File: src/sv/mcoc_pkg.sv
// Package for the matrix chain order cost block.
// Holds shared sizes, the controller command and status structs and the state type.
package mcoc_pkg;
    localparam int MAX_MATRICES_DEF = 32;
    localparam int DIM_BITS_DEF     = 10;
    localparam int COST_BITS        = 35;
    localparam logic [COST_BITS-1:0] COST_MAX = {COST_BITS{1'b1}};

    typedef enum logic [6:0] {
        ST_IDLE  = 7'b0000001,
        ST_INIT  = 7'b0000010,
        ST_RD    = 7'b0000100,
        ST_MUL   = 7'b0001000,
        ST_ACC   = 7'b0010000,
        ST_WR    = 7'b0100000,
        ST_DONE  = 7'b1000000
    } t_state;

    typedef struct packed {
        logic load;     // store one matrix shape
        logic init;     // begin a table fill
        logic rd;       // issue table and shape reads for current k
        logic mul;      // form the split term
        logic acc;      // fold the candidate into the running best
        logic wr;       // write the best cost for cell (i, j)
        logic done;     // emit result
    } t_cmd;

    typedef struct packed {
        logic k_last;   // k reached j-1
        logic i_last;   // last i for this length
        logic len_last; // length reached n
        logic single;   // chain has at most one matrix
    } t_stat;
endpackage

File: src/sv/mcoc_ctrl.sv
// Controller state machine for the matrix chain order cost block.
// Depends on mcoc_pkg for the state, command and status types.
module mcoc_ctrl (
    input  logic           i_clk,
    input  logic           i_rst_n,
    input  logic           i_start,
    input  logic           i_last,
    input  mcoc_pkg::t_stat i_stat,
    output mcoc_pkg::t_cmd  o_cmd,
    output logic           o_busy
);
    import mcoc_pkg::*;

    t_state r_state, n_state;

    always_ff @(posedge i_clk) begin
        if (!i_rst_n) begin
            r_state <= ST_IDLE;
        end else begin
            r_state <= n_state;
        end
    end

    always_comb begin
        n_state = r_state;
        o_cmd   = '0;
        case (r_state)
            ST_IDLE: begin
                if (i_start) begin
                    o_cmd.load = 1'b1;
                    if (i_last) n_state = ST_INIT;
                end
            end
            ST_INIT: begin
                o_cmd.init = 1'b1;
                n_state = i_stat.single ? ST_DONE : ST_RD;
            end
            ST_RD: begin
                o_cmd.rd = 1'b1;
                n_state = ST_MUL;
            end
            ST_MUL: begin
                o_cmd.mul = 1'b1;
                n_state = ST_ACC;
            end
            ST_ACC: begin
                o_cmd.acc = 1'b1;
                n_state = i_stat.k_last ? ST_WR : ST_RD;
            end
            ST_WR: begin
                o_cmd.wr = 1'b1;
                n_state = (i_stat.i_last && i_stat.len_last) ? ST_DONE : ST_RD;
            end
            ST_DONE: begin
                o_cmd.done = 1'b1;
                n_state = ST_IDLE;
            end
            default: n_state = ST_IDLE;
        endcase
    end

    assign o_busy = (r_state != ST_IDLE);
endmodule

File: config.mk
export PLATFORM = sky130hd
export DESIGN_NAME = mcoc_ctrl
export DESIGN_NICKNAME = d
export VERILOG_FILES = /design/src/sv/mcoc_pkg.sv /design/src/sv/mcoc_ctrl.sv
export SDC_FILE = /design/constraint.sdc
export NUM_CORES = 1
export LEC_CHECK = 0
export ABC_AREA = 1
export BUFFER_PORTS_ARGS = -buffer_cell sky130_fd_sc_hd__buf_4
export CAP_MARGIN = 10
export CORE_AREA = 10 10 47 49
export DETAILED_ROUTE_END_ITERATION = 12
export DIE_AREA = 0 0 57 59
export MAX_ROUTING_LAYER = met4
export PLACE_DENSITY = 0.56
export SLEW_MARGIN = 15
export SYNTH_ARGS = -nofsm -noshare
export SYNTH_HDL_FRONTEND = slang
export SYNTH_SLANG_ARGS = --single-unit
File: constraint.sdc
create_clock -name i_clk -period 1.05 [get_ports i_clk]
set_input_delay 0.1575 -clock i_clk [delete_from_list [all_inputs] [get_ports i_clk]]
set_output_delay 0.1575 -clock i_clk [all_outputs]
set_load 0.1 [all_outputs]
==> impl_results.md <==
- Initial Util: 30.4%
- Status: finished with violations
- Hold WS: 0.156 ns
- Clk sinks: 7
- Nature of the critical path startpoint: register
- Async SR Flop Fraction: 0%
- # diodes: 0
- DRC errors left: 0
- Critical path fanouts, max: 5
- Fillers: 92
- Flop and latch count out of synthesis: 7
- Hold Vio Cnt, Final: 0
- Top FF cell, synth: dfxtp_1
- Setup TNS: -4.56 ns
- Ranking of synthesized cells by area: dfxtp_1 33%, nor2_2 12%, nand2_1 9.7%
- Core Rows: 14
- Critical Path End Type: output port
- Tot Pwr: 0.862 mW
- RePlAce Congestion: 0.751
- P&R area growth vs syn: 165%
- Post-synth top area cell: dfxtp_1
- WP buf/inv: 2
- H-Tree Depth: 1
- Net count after synthesis: 71
- Tot GR Track Use: 9.70%
- Period Utilization, post-route: 142%
- CTS tree: built
- Antenna Nets Post-Route: 0
- Cells along the critical path: nor2_4, buf_6, nand2_8, nor4_4, buf_6
- Final Critical Period: 1.49 ns
- CTS Root Cell: clkbuf_4
- HP Class: in -> reg
- Worst endpoint required time: 0.89 ns
- Relative slew slack: 83.5%
- CTS buffer count: 3
- CTS clk-pin slew, worst paths: 0.05 ns
- Detail Placement HPWL: 1.06 mm
- Slew Limit Fails: 0
- RSZ-0062 raised after global routing: true
- Crit path kind: reg -> out
- Most common cell on crit path: buf_6
- # IOs: 16
- Number of synthesized flops with an enable pin: 0
- Worst Tran Pin Value: 0.247 ns
- GRT overflow: 0
- Die Y: 59 um
- Final WS setup: -0.440 ns
- Failing checks: setup timing
- Max Freq: 0.671 GHz
- Delay-heaviest family, CP: buffers and inverters
- Final WL: 1.83 mm
- Number of flip-flops in the largest register: 7
- Crit path max-delay cell type: dfxtp_2
- Initial DRC Count: 5
- Horiz. Die Dim: 57 um
- Vias post-DR: 579
- Largest net degree at the start of global routing: 6
- Synth warn: 0
- Setup-failing EPs final: 14
- Clock Path Buffers: 2
- Number of global-route vias before repair: 592
- Max-Cap Viols: 0
- Netlist cell types: 15
- Post-Syn Instances: 63
- Initial antenna violation count: 0
- Synth top area share: 32.9%
- Worst skew pair latency: 0.26 ns
- Final #Nets: 118
- Share of the core filled with cells: 80.4%
- Syn avg cell area: 6.75 sq um
- Core ar.: 0.00140 sq mm
- Clock Skews: 0.00104 ns
- Critical path arrival: 1.33 ns
- Largest regs: r_state: 7 flops
- First-pass GRT wire length: 2.56 mm
- Placed insts: 112
- Leakage power: 0.497 nW
- Total iterations of the first detailed-routing run: 4
- Sequential fraction of the synthesis area: 32.9%
- Share of layout cells above drive strength 1: 82.6%
- Cell Area, Synth: 425 sq um
- Port Buf Inserts: 15
- Die area: 0.00336 sq mm
- Vias per Instance: 4.63
- Commonest cells post-synth: 11 x nand2_1, 9 x nor2_1, 8 x nor2_2, 7 x dfxtp_1, 7 x inv_1
- Pwr per Cell Area: 765 mW/mm^2
- Worst IR Drop VDD: 751 uV
- Count leader, synth: nand2_1
- Final std cells w/o fill: 125
- Register with the most flip-flops: r_state
- WL/cell: 14.6 um
- CP max stage delay: 0.33 ns
==> cells in the final DEF (no fill, tap or decap), drive strengths merged <==
master  instances
nor4            2
clkbuf          4
inv            11
nor2           19
nor3            4
buf            42
o31ai           1
nand2          16
dfxtp           7
nand3           2
o21ai           1
==> metrics by stage <==
step	setup WS (ns)	cell area [sq um]
3_3_place_gp	-0.246	781
3_5_place_dp	-0.247	781
2_1_floorplan	-0.644	513
5_1_grt	-0.499	1130
4_1_cts	-0.417	1020
6_report	-0.440	1130
==> final timing paths <==
| path | startpoint | depth (start not counted) | slack, ns | to |
|---|---|---|---|---|
| setup / recovery | r_state[2] | 5 | -0.44 | o_cmd[0] |
| hold / removal | i_stat[3] | 3 | 0.16 | r_state[5] |
| setup reg to reg | r_state[4] | 10 | -0.35 | r_state[2] |
| hold reg to reg | r_state[4] | 3 | 0.66 | r_state[5] |
==> where the power goes <==
group,leakage [nW],internal (mW),switching [mW]
registers,0.0604,0.267,0.00808
clock network,0.0150,0.146,0.110
logic,0.421,0.144,0.187
total,0.497,0.557,0.305
==> cell families after synthesis <==
group                  Yosys count  share of synthesized area [%]
AO/OA/AOI/OAI                    2                           2.94
buffers and inverters           11                           9.71
flip-flops                       7                           32.9
AND/OR/NAND/NOR                 43                           54.4
==> worst reg2reg max path, delay by kind of cell, from the launching register on <==
| kind | cells | cell delay (ns) |
|---|---|---|
| AOI/OAI and AO/OA | 1 | 0.09 |
| buffers and inverters | 4 | 0.31 |
| DFF | 1 | 0.37 |
| and+or+nand+nor | 5 | 0.52 |
==> layer usage <==
metal,vias to the layer above,global-route usage (%),share of wire [%]
met5,-,-,0
met4,0,6.04,2.6
met3,5,2.15,3.2
met2,14,15.8,55
met1,275,10.5,39
li1,285,-,-
==> repair_timing <==
| item | CTS | global route |
|---|---|---|
| gates cloned | 0 | 0 |
| hold endpoints to repair | 0 | 0 |
| resized for setup | 41 | 21 |
| hold buffers | 0 | 0 |
| endpoints found under the setup margin | 13 | 15 |
| setup buffers | 10 | 3 |
| pin swaps | 14 | 9 |
==> cell type report <==
| class | instances | area (sq um) | share of cell area (%) |
|---|---|---|---|
| well taps | 16 | 20.0 | 1.78 |
| clock buffers | 4 | 26.3 | 2.33 |
| repair buffers | 42 | 454 | 40.3 |
| multi-input cells | 45 | 420 | 37.3 |
| flip-flops and latches | 7 | 156 | 13.9 |
| inverters | 11 | 48.8 | 4.33 |
No activity file was read; power rests on OpenSTA's default activity.
